<file path="config.mk">
export PLATFORM = sky130hd
export DESIGN_NAME = synth_voice_allocator
export DESIGN_NICKNAME = d
export VERILOG_FILES = /design/src/design/svalloc_pkg.sv /design/src/design/svalloc_dp.sv /design/src/design/svalloc_ctrl.sv /design/src/design/synth_voice_allocator.sv
export SDC_FILE = /design/constraint.sdc
export NUM_CORES = 1
export LEC_CHECK = 0
export ABC_AREA = 1
export BUFFER_PORTS_ARGS = -buffer_cell sky130_fd_sc_hd__buf_2
export CAP_MARGIN = 0
export CORE_ASPECT_RATIO = 0.8
export CORE_UTILIZATION = 40
export DETAILED_ROUTE_END_ITERATION = 8
export SETUP_SLACK_MARGIN = 0.15
export SLEW_MARGIN = 25
export SYNTH_ARGS = -nofsm -noshare
export SYNTH_HDL_FRONTEND = slang
export SYNTH_SLANG_ARGS = --single-unit
</file>
<file path="constraint.sdc">
create_clock -name clk -period 2.9 [get_ports clk]
set_clock_uncertainty 0.05 [all_clocks]
set_input_delay 0.145 -clock clk [delete_from_list [all_inputs] [get_ports clk]]
set_output_delay 0.145 -clock clk [all_outputs]
set_load 0.02 [all_outputs]
</file>
<file path="src/design/svalloc_pkg.sv">
// Shared codes, command and status types of the voice allocator.
package svalloc_pkg;

	localparam logic [1:0] REQ_ON     = 2'd0;
	localparam logic [1:0] REQ_OFF    = 2'd1;
	localparam logic [1:0] REQ_SILENT = 2'd2;

	localparam logic [1:0] PH_FREE     = 2'd0;
	localparam logic [1:0] PH_ENGAGED  = 2'd1;
	localparam logic [1:0] PH_RELEASED = 2'd2;

	localparam logic [2:0] ST_NEW      = 3'd0;
	localparam logic [2:0] ST_ALREADY  = 3'd1;
	localparam logic [2:0] ST_NOFREE   = 3'd2;
	localparam logic [2:0] ST_RELEASED = 3'd3;
	localparam logic [2:0] ST_NOTENG   = 3'd4;
	localparam logic [2:0] ST_FREED    = 3'd5;
	localparam logic [2:0] ST_IGNORED  = 3'd6;

	localparam logic [1:0] MODE_NORMAL = 2'd0;

	typedef struct packed {
		logic load;
		logic scan;
		logic pop;
		logic commit;
		logic emit;
	} svalloc_cmd_t;

	typedef struct packed {
		logic [1:0] req_in;
		logic [1:0] req;
		logic       scan_last;
		logic       out_free;
	} svalloc_sts_t;

endpackage

</file>
<file path="src/design/svalloc_dp.sv">
// Datapath of the voice allocator: voice tables, free stack, counters and result register.
module svalloc_dp #(
	parameter int VOICES = 16
) (
	input  logic                      clk,
	input  logic                      arst_n,
	input  logic                      cfg_we,
	input  logic [1:0]                cfg_wdata,
	input  logic [15:0]               in_tdata,
	input  logic [1:0]                in_tuser,
	output logic                      out_tvalid,
	input  logic                      out_tready,
	output logic [15:0]               out_tdata,
	output logic [2:0]                out_tuser,
	input  svalloc_pkg::svalloc_cmd_t cmd,
	output svalloc_pkg::svalloc_sts_t sts
);

	localparam int VW = (VOICES > 1) ? $clog2(VOICES) : 1;
	localparam int CW = $clog2(VOICES + 1);
	localparam logic [VW-1:0] LAST = VW'(VOICES - 1);
	localparam logic [CW-1:0] FULL = CW'(VOICES);

	logic [1:0]    mode_q;
	logic [1:0]    req_q;
	logic [6:0]    note_q;
	logic [3:0]    sv_q;
	logic [VW-1:0] cnt_q;
	logic [1:0]    phase_q [VOICES];
	logic [6:0]    note_mem [VOICES];
	logic [VW-1:0] stk_mem [VOICES];
	logic [VOICES-1:0] stk_wr_q;
	logic [CW-1:0] fc_q;
	logic [CW-1:0] eng_q;

	logic          scan_vld_s1;
	logic [1:0]    phase_s1;
	logic [6:0]    note_s1;
	logic [VW-1:0] idx_s1;
	logic          hit_q;
	logic [VW-1:0] hit_idx_q;

	logic [VW-1:0] stk_s1;
	logic          stk_ok_s1;
	logic [VW-1:0] stk_idx_s1;

	logic          out_valid_q;
	logic [15:0]   out_data_q;
	logic [2:0]    out_user_q;
	logic [15:0]   res_data_q;
	logic [2:0]    res_user_q;

	logic [VW:0]   cnt_ext;
	logic [VW+3:0] sv_ext;
	logic          sv_ok;
	logic [1:0]    phase_rd;
	logic          match;
	logic [CW-1:0] fc_m1;
	logic [VW-1:0] pop_addr;
	logic [VW-1:0] pop_v;

	logic [2:0]    status;
	logic [VW-1:0] voice_ix;
	logic          voice_raw;
	logic [3:0]    voice4;
	logic [VW+3:0] voice_ext;
	logic          ph_we;
	logic [VW-1:0] ph_idx;
	logic [1:0]    ph_val;
	logic          nm_we;
	logic          stk_we;
	logic [CW-1:0] fc_nxt;
	logic [CW-1:0] eng_nxt;
	logic [CW+4:0] eng_ext;
	logic          can;

	assign cnt_ext  = {1'b0, cnt_q};
	assign sv_ext   = {{VW{1'b0}}, sv_q};
	assign sv_ok    = sv_ext < (VW + 4)'(VOICES);
	assign phase_rd = (cnt_ext < (VW + 1)'(VOICES)) ? phase_q[cnt_q] : svalloc_pkg::PH_FREE;
	assign match    = scan_vld_s1 && (phase_s1 == svalloc_pkg::PH_ENGAGED) && (note_s1 == note_q);
	assign fc_m1    = fc_q - 1'b1;
	assign pop_addr = fc_m1[VW-1:0];
	// An entry never pushed is not reset in memory; it reads as its own index instead.
	assign pop_v    = stk_ok_s1 ? stk_s1 : stk_idx_s1;

	always_ff @(posedge clk or negedge arst_n) begin
		if (!arst_n) begin
			mode_q <= svalloc_pkg::MODE_NORMAL;
		end else if (cfg_we) begin
			mode_q <= cfg_wdata;
		end
	end

	always_ff @(posedge clk) begin
		if (cmd.load) begin
			req_q  <= in_tuser;
			note_q <= in_tdata[6:0];
			sv_q   <= in_tdata[10:7];
		end
	end

	always_ff @(posedge clk or negedge arst_n) begin
		if (!arst_n) begin
			cnt_q <= '0;
		end else if (cmd.load) begin
			if (in_tuser == svalloc_pkg::REQ_SILENT) begin
				cnt_q <= {{VW{1'b0}}, in_tdata[10:7]} >> 0 == '0 ? '0 : VW'({{VW{1'b0}}, in_tdata[10:7]});
			end else begin
				cnt_q <= '0;
			end
		end else if (cmd.scan) begin
			cnt_q <= cnt_q + 1'b1;
		end
	end

	// Scan stage: one voice is read per cycle and compared in the next.
	always_ff @(posedge clk) begin
		if (cmd.scan) begin
			phase_s1 <= phase_rd;
			note_s1  <= note_mem[cnt_q];
			idx_s1   <= cnt_q;
		end
	end

	always_ff @(posedge clk or negedge arst_n) begin
		if (!arst_n) begin
			scan_vld_s1 <= 1'b0;
			hit_q       <= 1'b0;
			hit_idx_q   <= '0;
		end else begin
			scan_vld_s1 <= cmd.scan;
			if (cmd.load) begin
				hit_q <= 1'b0;
			end else if (match && !hit_q) begin
				hit_q     <= 1'b1;
				hit_idx_q <= idx_s1;
			end
		end
	end

	always_ff @(posedge clk) begin
		if (cmd.pop) begin
			stk_s1     <= stk_mem[pop_addr];
			stk_ok_s1  <= stk_wr_q[pop_addr];
			stk_idx_s1 <= pop_addr;
		end
	end

	always_comb begin
		status    = svalloc_pkg::ST_IGNORED;
		voice_ix  = '0;
		voice_raw = 1'b0;
		ph_we     = 1'b0;
		ph_idx    = cnt_q;
		ph_val    = svalloc_pkg::PH_FREE;
		nm_we     = 1'b0;
		stk_we    = 1'b0;
		fc_nxt    = fc_q;
		eng_nxt   = eng_q;
		case (req_q)
			svalloc_pkg::REQ_ON: begin
				if (hit_q) begin
					status   = svalloc_pkg::ST_ALREADY;
					voice_ix = hit_idx_q;
				end else if (fc_q != '0) begin
					status   = svalloc_pkg::ST_NEW;
					voice_ix = pop_v;
					ph_we    = 1'b1;
					ph_idx   = pop_v;
					ph_val   = svalloc_pkg::PH_ENGAGED;
					nm_we    = 1'b1;
					fc_nxt   = fc_m1;
					eng_nxt  = eng_q + 1'b1;
				end else begin
					status = svalloc_pkg::ST_NOFREE;
				end
			end
			svalloc_pkg::REQ_OFF: begin
				if (hit_q) begin
					status   = svalloc_pkg::ST_RELEASED;
					voice_ix = hit_idx_q;
					ph_we    = 1'b1;
					ph_idx   = hit_idx_q;
					ph_val   = svalloc_pkg::PH_RELEASED;
					if (eng_q != '0) begin
						eng_nxt = eng_q - 1'b1;
					end
				end else begin
					status = svalloc_pkg::ST_NOTENG;
				end
			end
			svalloc_pkg::REQ_SILENT: begin
				voice_raw = 1'b1;
				if (sv_ok && (phase_rd == svalloc_pkg::PH_RELEASED)) begin
					status = svalloc_pkg::ST_FREED;
					ph_we  = 1'b1;
					ph_val = svalloc_pkg::PH_FREE;
					if (fc_q < FULL) begin
						stk_we = 1'b1;
						fc_nxt = fc_q + 1'b1;
					end
				end
			end
			default: begin
				status = svalloc_pkg::ST_IGNORED;
			end
		endcase
	end

	assign voice_ext = {4'b0, voice_ix};
	assign voice4    = voice_raw ? sv_q : voice_ext[3:0];
	assign eng_ext   = {5'b0, eng_nxt};
	assign can       = (mode_q == svalloc_pkg::MODE_NORMAL) ? (eng_nxt < FULL) : (eng_nxt == '0);

	always_ff @(posedge clk or negedge arst_n) begin
		if (!arst_n) begin
			phase_q  <= '{default: svalloc_pkg::PH_FREE};
			stk_wr_q <= '0;
			fc_q     <= FULL;
			eng_q    <= '0;
		end else if (cmd.commit) begin
			if (ph_we) begin
				phase_q[ph_idx] <= ph_val;
			end
			if (stk_we) begin
				stk_wr_q[fc_q[VW-1:0]] <= 1'b1;
			end
			fc_q  <= fc_nxt;
			eng_q <= eng_nxt;
		end
	end

	always_ff @(posedge clk) begin
		if (cmd.commit && nm_we) begin
			note_mem[ph_idx] <= note_q;
		end
		if (cmd.commit && stk_we) begin
			stk_mem[fc_q[VW-1:0]] <= cnt_q;
		end
		if (cmd.commit) begin
			res_user_q <= status;
			res_data_q <= {5'b0, can, (eng_nxt != '0), eng_ext[4:0], voice4};
		end
	end

	always_ff @(posedge clk or negedge arst_n) begin
		if (!arst_n) begin
			out_valid_q <= 1'b0;
		end else if (cmd.emit) begin
			out_valid_q <= 1'b1;
		end else if (out_tready) begin
			out_valid_q <= 1'b0;
		end
	end

	always_ff @(posedge clk) begin
		if (cmd.emit) begin
			out_data_q <= res_data_q;
			out_user_q <= res_user_q;
		end
	end

	assign out_tvalid    = out_valid_q;
	assign out_tdata     = out_data_q;
	assign out_tuser     = out_user_q;
	assign sts.req_in    = in_tuser;
	assign sts.req       = req_q;
	assign sts.scan_last = (cnt_q == LAST);
	assign sts.out_free  = !out_valid_q || out_tready;

	// A voice is engaged or released only while it is off the free stack.
	ap_pool: assert property (@(posedge clk) disable iff (!arst_n)
		({1'b0, eng_q} + {1'b0, fc_q}) <= (CW + 1)'(VOICES))
		else $error("engaged plus free voices exceed the pool");

	ap_fc_bound: assert property (@(posedge clk) disable iff (!arst_n)
		fc_q <= FULL)
		else $error("free stack count beyond the pool size");

	ap_eng_hold: assert property (@(posedge clk) disable iff (!arst_n)
		!cmd.commit |=> $stable(eng_q))
		else $error("engaged count changed outside a commit");

endmodule

</file>
<file path="src/design/svalloc_ctrl.sv">
// Controller state machine of the voice allocator.
module svalloc_ctrl (
	input  logic                      clk,
	input  logic                      arst_n,
	input  logic                      in_valid,
	output logic                      in_ready,
	input  svalloc_pkg::svalloc_sts_t sts,
	output svalloc_pkg::svalloc_cmd_t cmd
);

	typedef enum logic [5:0] {
		S_IDLE   = 6'b000001,
		S_SCAN   = 6'b000010,
		S_DRAIN  = 6'b000100,
		S_POP    = 6'b001000,
		S_COMMIT = 6'b010000,
		S_EMIT   = 6'b100000
	} ctrl_state_t;

	ctrl_state_t state_q;
	ctrl_state_t state_nxt;

	always_comb begin
		state_nxt  = state_q;
		in_ready   = 1'b0;
		cmd        = '0;
		case (state_q)
			S_IDLE: begin
				in_ready = 1'b1;
				if (in_valid) begin
					cmd.load = 1'b1;
					if ((sts.req_in == svalloc_pkg::REQ_ON) ||
					    (sts.req_in == svalloc_pkg::REQ_OFF)) begin
						state_nxt = S_SCAN;
					end else begin
						state_nxt = S_COMMIT;
					end
				end
			end
			S_SCAN: begin
				cmd.scan = 1'b1;
				if (sts.scan_last) begin
					state_nxt = S_DRAIN;
				end
			end
			S_DRAIN: begin
				// The last voice read is compared during this cycle.
				state_nxt = (sts.req == svalloc_pkg::REQ_ON) ? S_POP : S_COMMIT;
			end
			S_POP: begin
				cmd.pop   = 1'b1;
				state_nxt = S_COMMIT;
			end
			S_COMMIT: begin
				cmd.commit = 1'b1;
				state_nxt  = S_EMIT;
			end
			S_EMIT: begin
				if (sts.out_free) begin
					cmd.emit  = 1'b1;
					state_nxt = S_IDLE;
				end
			end
			default: begin
				state_nxt = S_IDLE;
			end
		endcase
	end

	always_ff @(posedge clk or negedge arst_n) begin
		if (!arst_n) begin
			state_q <= S_IDLE;
		end else begin
			state_q <= state_nxt;
		end
	end

	ap_one_item: assert property (@(posedge clk) disable iff (!arst_n)
		(in_valid && in_ready) |=> !in_ready)
		else $error("second transfer accepted while an event is in work");

	ap_emit_free: assert property (@(posedge clk) disable iff (!arst_n)
		cmd.emit |-> sts.out_free)
		else $error("result loaded over an untaken result");

	ap_single_commit: assert property (@(posedge clk) disable iff (!arst_n)
		cmd.commit |=> !cmd.commit)
		else $error("one event committed twice");

endmodule

</file>
<file path="src/design/synth_voice_allocator.sv">
// A note on or note off first searches for the note's voice, reading one voice a cycle from
// the voice tables; a note on then pops the free stack. A voice-silent event or an unused
// request type skips both. No new event is taken until its result is loaded into the output
// register. A finished result waits there, so the next event can be accepted while the
// previous result is not yet taken.
// Reset leaves all voices free with the free stack holding voice 0 at the bottom.
module synth_voice_allocator #(
	parameter int VOICES = 16
) (
	input  logic        clk,
	input  logic        arst_n,
	input  logic        cfg_we,
	input  logic [1:0]  cfg_wdata,     // note_mode
	input  logic        s_axis_tvalid,
	output logic        s_axis_tready,
	input  logic [15:0] s_axis_tdata,  // note[6:0], silent_voice[10:7], zero fill
	input  logic [1:0]  s_axis_tuser,  // req_type[1:0]
	output logic        m_axis_tvalid,
	input  logic        m_axis_tready,
	output logic [15:0] m_axis_tdata,  // voice[3:0], engaged_count[8:4], has_engaged[9],
	                                   // can_engage[10], zero fill
	output logic [2:0]  m_axis_tuser   // status[2:0]
);

	svalloc_pkg::svalloc_cmd_t cmd;
	svalloc_pkg::svalloc_sts_t sts;

	svalloc_ctrl u_ctrl (
		.clk      (clk),
		.arst_n   (arst_n),
		.in_valid (s_axis_tvalid),
		.in_ready (s_axis_tready),
		.sts      (sts),
		.cmd      (cmd)
	);

	svalloc_dp #(
		.VOICES (VOICES)
	) u_dp (
		.clk        (clk),
		.arst_n     (arst_n),
		.cfg_we     (cfg_we),
		.cfg_wdata  (cfg_wdata),
		.in_tdata   (s_axis_tdata),
		.in_tuser   (s_axis_tuser),
		.out_tvalid (m_axis_tvalid),
		.out_tready (m_axis_tready),
		.out_tdata  (m_axis_tdata),
		.out_tuser  (m_axis_tuser),
		.cmd        (cmd),
		.sts        (sts)
	);

endmodule

</file>
==> reports/qor.yml <==
status:
  outcome: "complete, no violations"
synthesis:
  synth.avg_cell_area_um2: 10.8
  synth.yosys.seq_area_share_pct: 67.1
  synth.cell_area_um2: 13600
  synth_edf_count: 239
  synthArstFlopShare_pct: 24.4
  yosysWarnings: 0
  postSynthCellCount: 1253
  synth-seq-cells: 316
  synth_cell_types: 39
  ys.flop_type: "edfxtp_1"
cells_and_area:
  area.growth.synth_to_final_pct: 19.7
  fillers: 2877
  layout.nets: 1381
  layout_commonest_cell: "edfxtp_1"
  n_antenna_cell: 0
  final_cell_mix: "edfxtp_1, nand2_1, nor2_1"
  drive_gt1_share_pct: 14.7
timing:
  setup_viol: 0
  maxSlewViolCount: 0
  grt_setup_unrepaired: "yes"
  min_period_ns: 2.64
  worst_slew_pin_slew_ns: 0.746
  tns_ns: 0
  relSlewSlack_pct: 50.3
  hold_viol: 0
  fin_crit_sh_pct: 90.9
  fmax_mhz: 379
  fin_ws_ns: 0.263
global_routing:
  grt_pass1_vias: 9057
  grt_pass1_wl_um: 51000
  grt_overflow: 0
  antenna_found_initial: 0
  grtUsageTotal_pct: 18.8
  grt_start_max_net_pins: 69
pwr:
  clkPwrFrac_pct: 29.0
  p_int_uw: 9760
  vdd_drop_max_uv: 472
  combPwrFrac_pct: 33.5
  total_leakage_power_uw: 0.00641
  p_sw_share_pct: 36.5
  seq_power_share_pct: 37.5
  p_per_area_nw_per_um2: 946
  switchingPower_uw: 5610
route:
  num_vias: 9546
  drc_errors: 0
  drt_pass1_iterations: 5
  drtIter0Drc: 1116
  viasPerCell: 5.30
  ant_nets: 0
  routedWlPerCell_um: 17.9
  wl_um: 32200
die:
  chipHeight_um: 167
  die_area_um2: 34700
  core_area_um2: 32900
  fp.dieW_um: 208
  rows: 59
  initial_core_util_pct: 41.2
  ioPinCount: 46
setup_path:
  cpMostUsedCell: "nand2_1"
  cp-endpoint: "u_dp.stk_mem[11][2]$_DFFE_PP_"
  start_kind: "register"
  worstPathRequired_ns: 3.04
  r2r.worst_path.cells: 11
  crit_type: "reg2reg"
  worstPathMaxFanout: 16
  arrival_ns: 2.78
  r2r-start: "u_dp.cnt_q[0]$_DFFE_PN0P_"
  endpoint_kind: "register"
  rrSetupSlack_ns: 0.26
  setup.worst_path.start: "u_dp.cnt_q[0]$_DFFE_PN0P_"
  slowest_stage: "dfrtp_2"
  critPathMaxStageDelay_ns: 0.43
  crit_chain: "inv_2 > nand2_1 > nand2_1 > nand2_1 > nand3_1 > nand3_1 > nand2_1 > nand3_2 > nor2_4 > nand2_1 > nor2_2"
  r2r-end: "u_dp.stk_mem[11][2]$_DFFE_PP_"
cts:
  h-tree-depth: 2
  clock_latency_ns: 0.52
  clockRootBuffer: "clkbuf_16"
  clockBufferDepth: 3
  tritoncts: "built"
  cts.sink_count: 316
  cts_buffers: 35
  clkTransAtPathRegs_ns: 0.06
min_path:
  hold_class: "in2async"
place:
  port_buffers: 35
  dp_slack_ns: 0.111
  hpwlAfterDp_um: 20600
  gp_congestion: 0.844
flow_run:
  cap_violations: 0
-- metal layers --
metal / wire (um) / vias to the layer above / GRT usage, % / part of all wire [%]
li1: - / 4574 / - / -
met1: 15800 / 4636 / 28.9 / 49
met2: 13800 / 293 / 27.5 / 43
met3: 2080 / 43 / 3.51 / 6.4
met4: 503 / 0 / 4.28 / 1.6
met5: 0 / - / 0 / 0
-- final cells by class --
cell class | count | area (um^2) | area share (%)
clock buffer | 48 | 987 | 6.08
multi-input combinational | 787 | 4090 | 25.2
inverter | 93 | 349 | 2.15
sequential | 316 | 9110 | 56.1
clock inverter | 15 | 173 | 1.06
timing repair buffer | 115 | 996 | 6.13
tap | 427 | 534 | 3.29
-- power groups by stage --
stage          Sequential (uW)  Clock (uW)  Combinational (uW)
2_1_floorplan             5880           0                3200
3_3_place_gp              5850           0                4910
3_5_place_dp              5850           0                4980
4_1_cts                   5770        4540                5030
5_1_grt                   5810        4720                5680
6_report                  5770        4460                5140
-- stage by stage --
stage	hold WS, ns	util (%)	power (uW)	instances	cell area, um^2
floorplan	-0.201	-	9080	1257	13800
detailed placement	0.113	44.2	10800	1704	14600
CTS	0.117	48.7	15300	1794	16000
global route	0.148	49.3	16200	1801	16200
finish	0.100	49.3	15400	1801	16200
global placement	0.116	44.2	10800	1704	14600
-- repair_timing --
item / 4_1_cts / 5_1_grt
endpoints found under the hold margin: 62 / 0
hold buffers: 22 / 0
setup buffers: 5 / 7
gates resized for setup: 1 / 23
endpoints found under the setup margin: 50 / 182
pin swaps: 6 / 7
-- state kept, by name, indices dropped and copies added, names as in the netlist, 4 cells and up --
register	count
u_dp.phase_q	32
u_dp.stk_mem	64
u_dp.sv_q	4
u_dp.res_data_q	11
u_ctrl.state_q	6
u_dp.note_q	7
u_dp.eng_q	5
u_dp.out_tdata	11
u_dp.stk_idx_s1	4
u_dp.note_mem	112
u_dp.hit_idx_q	4
u_dp.note_s1	7
u_dp.cnt_q	4
u_dp.idx_s1	4
u_dp.stk_wr_q	16
u_dp.stk_s1	4
u_dp.fc_q	5
-- cell families (layout without fill, tap and decap cells) --
family                   after synthesis  count (layout)  share of synthesized area, %
XOR/XNOR                              16              16                          1.03
AND/OR/NAND/NOR                      532             532                          16.7
adder cells (fa/ha/maj)                8               8                         0.738
AO/OA/AOI/OAI                        226             226                          9.63
buffers and inverters                154             271                          4.70
other                                  1               5                        0.0276
flip-flops                           316             316                          67.1
-- worst min-delay path by stage --
stage / start / endpoint / slack [ns] / cells after the start
after floorplan: arst_n / u_ctrl.state_q[1]$_DFFE_PN0P_ / -0.20 / 0
after global placement: arst_n / u_dp.phase_q[20]$_DFFE_PN0P_ / 0.12 / 1
after detailed placement: arst_n / u_dp.phase_q[29]$_DFFE_PN0P_ / 0.11 / 1
after CTS: arst_n / u_dp.phase_q[29]$_DFFE_PN0P_ / 0.12 / 2
after global routing: arst_n / u_dp.phase_q[29]$_DFFE_PN0P_ / 0.15 / 2
final: arst_n / u_dp.phase_q[29]$_DFFE_PN0P_ / 0.10 / 2
-- critical path, delay by kind of cell, from the launching register on --
family	cells	cell delay, ns
buffers and inverters	1	0.24
flip-flops	1	0.43
AND/OR/NAND/NOR	10	1.59
-- cell usage after synthesis, types with 2 or more instances --
cell / number / area [um^2]
o211ai_1: 12 / 90.1
ha_1: 8 / 100
nand4_1: 41 / 257
o221ai_1: 16 / 140
nor2_4: 2 / 22.5
clkbuf_1: 38 / 143
buf_2: 8 / 40.0
a21oi_1: 11 / 55.1
nor2_1: 177 / 664
inv_1: 88 / 330
nand2_2: 4 / 25.0
o21bai_1: 15 / 113
nand2_1: 211 / 792
buf_1: 5 / 18.8
buf_4: 7 / 52.6
inv_2: 3 / 11.3
clkinv_1: 2 / 7.51
nor2_2: 2 / 12.5
o21ai_1: 7 / 35.0
xnor2_1: 8 / 70.1
buf_6: 3 / 33.8
edfxtp_1: 239 / 7180
dfstp_2: 2 / 52.6
dfrtp_1: 75 / 1880
o22ai_1: 31 / 194
or2_2: 2 / 12.5
nor3_1: 20 / 100
nand3_2: 2 / 20.0
xor2_1: 8 / 70.1
nand3_1: 68 / 340
o21ai_0: 130 / 651
Note: power is estimated with default switching activity, not from simulation.
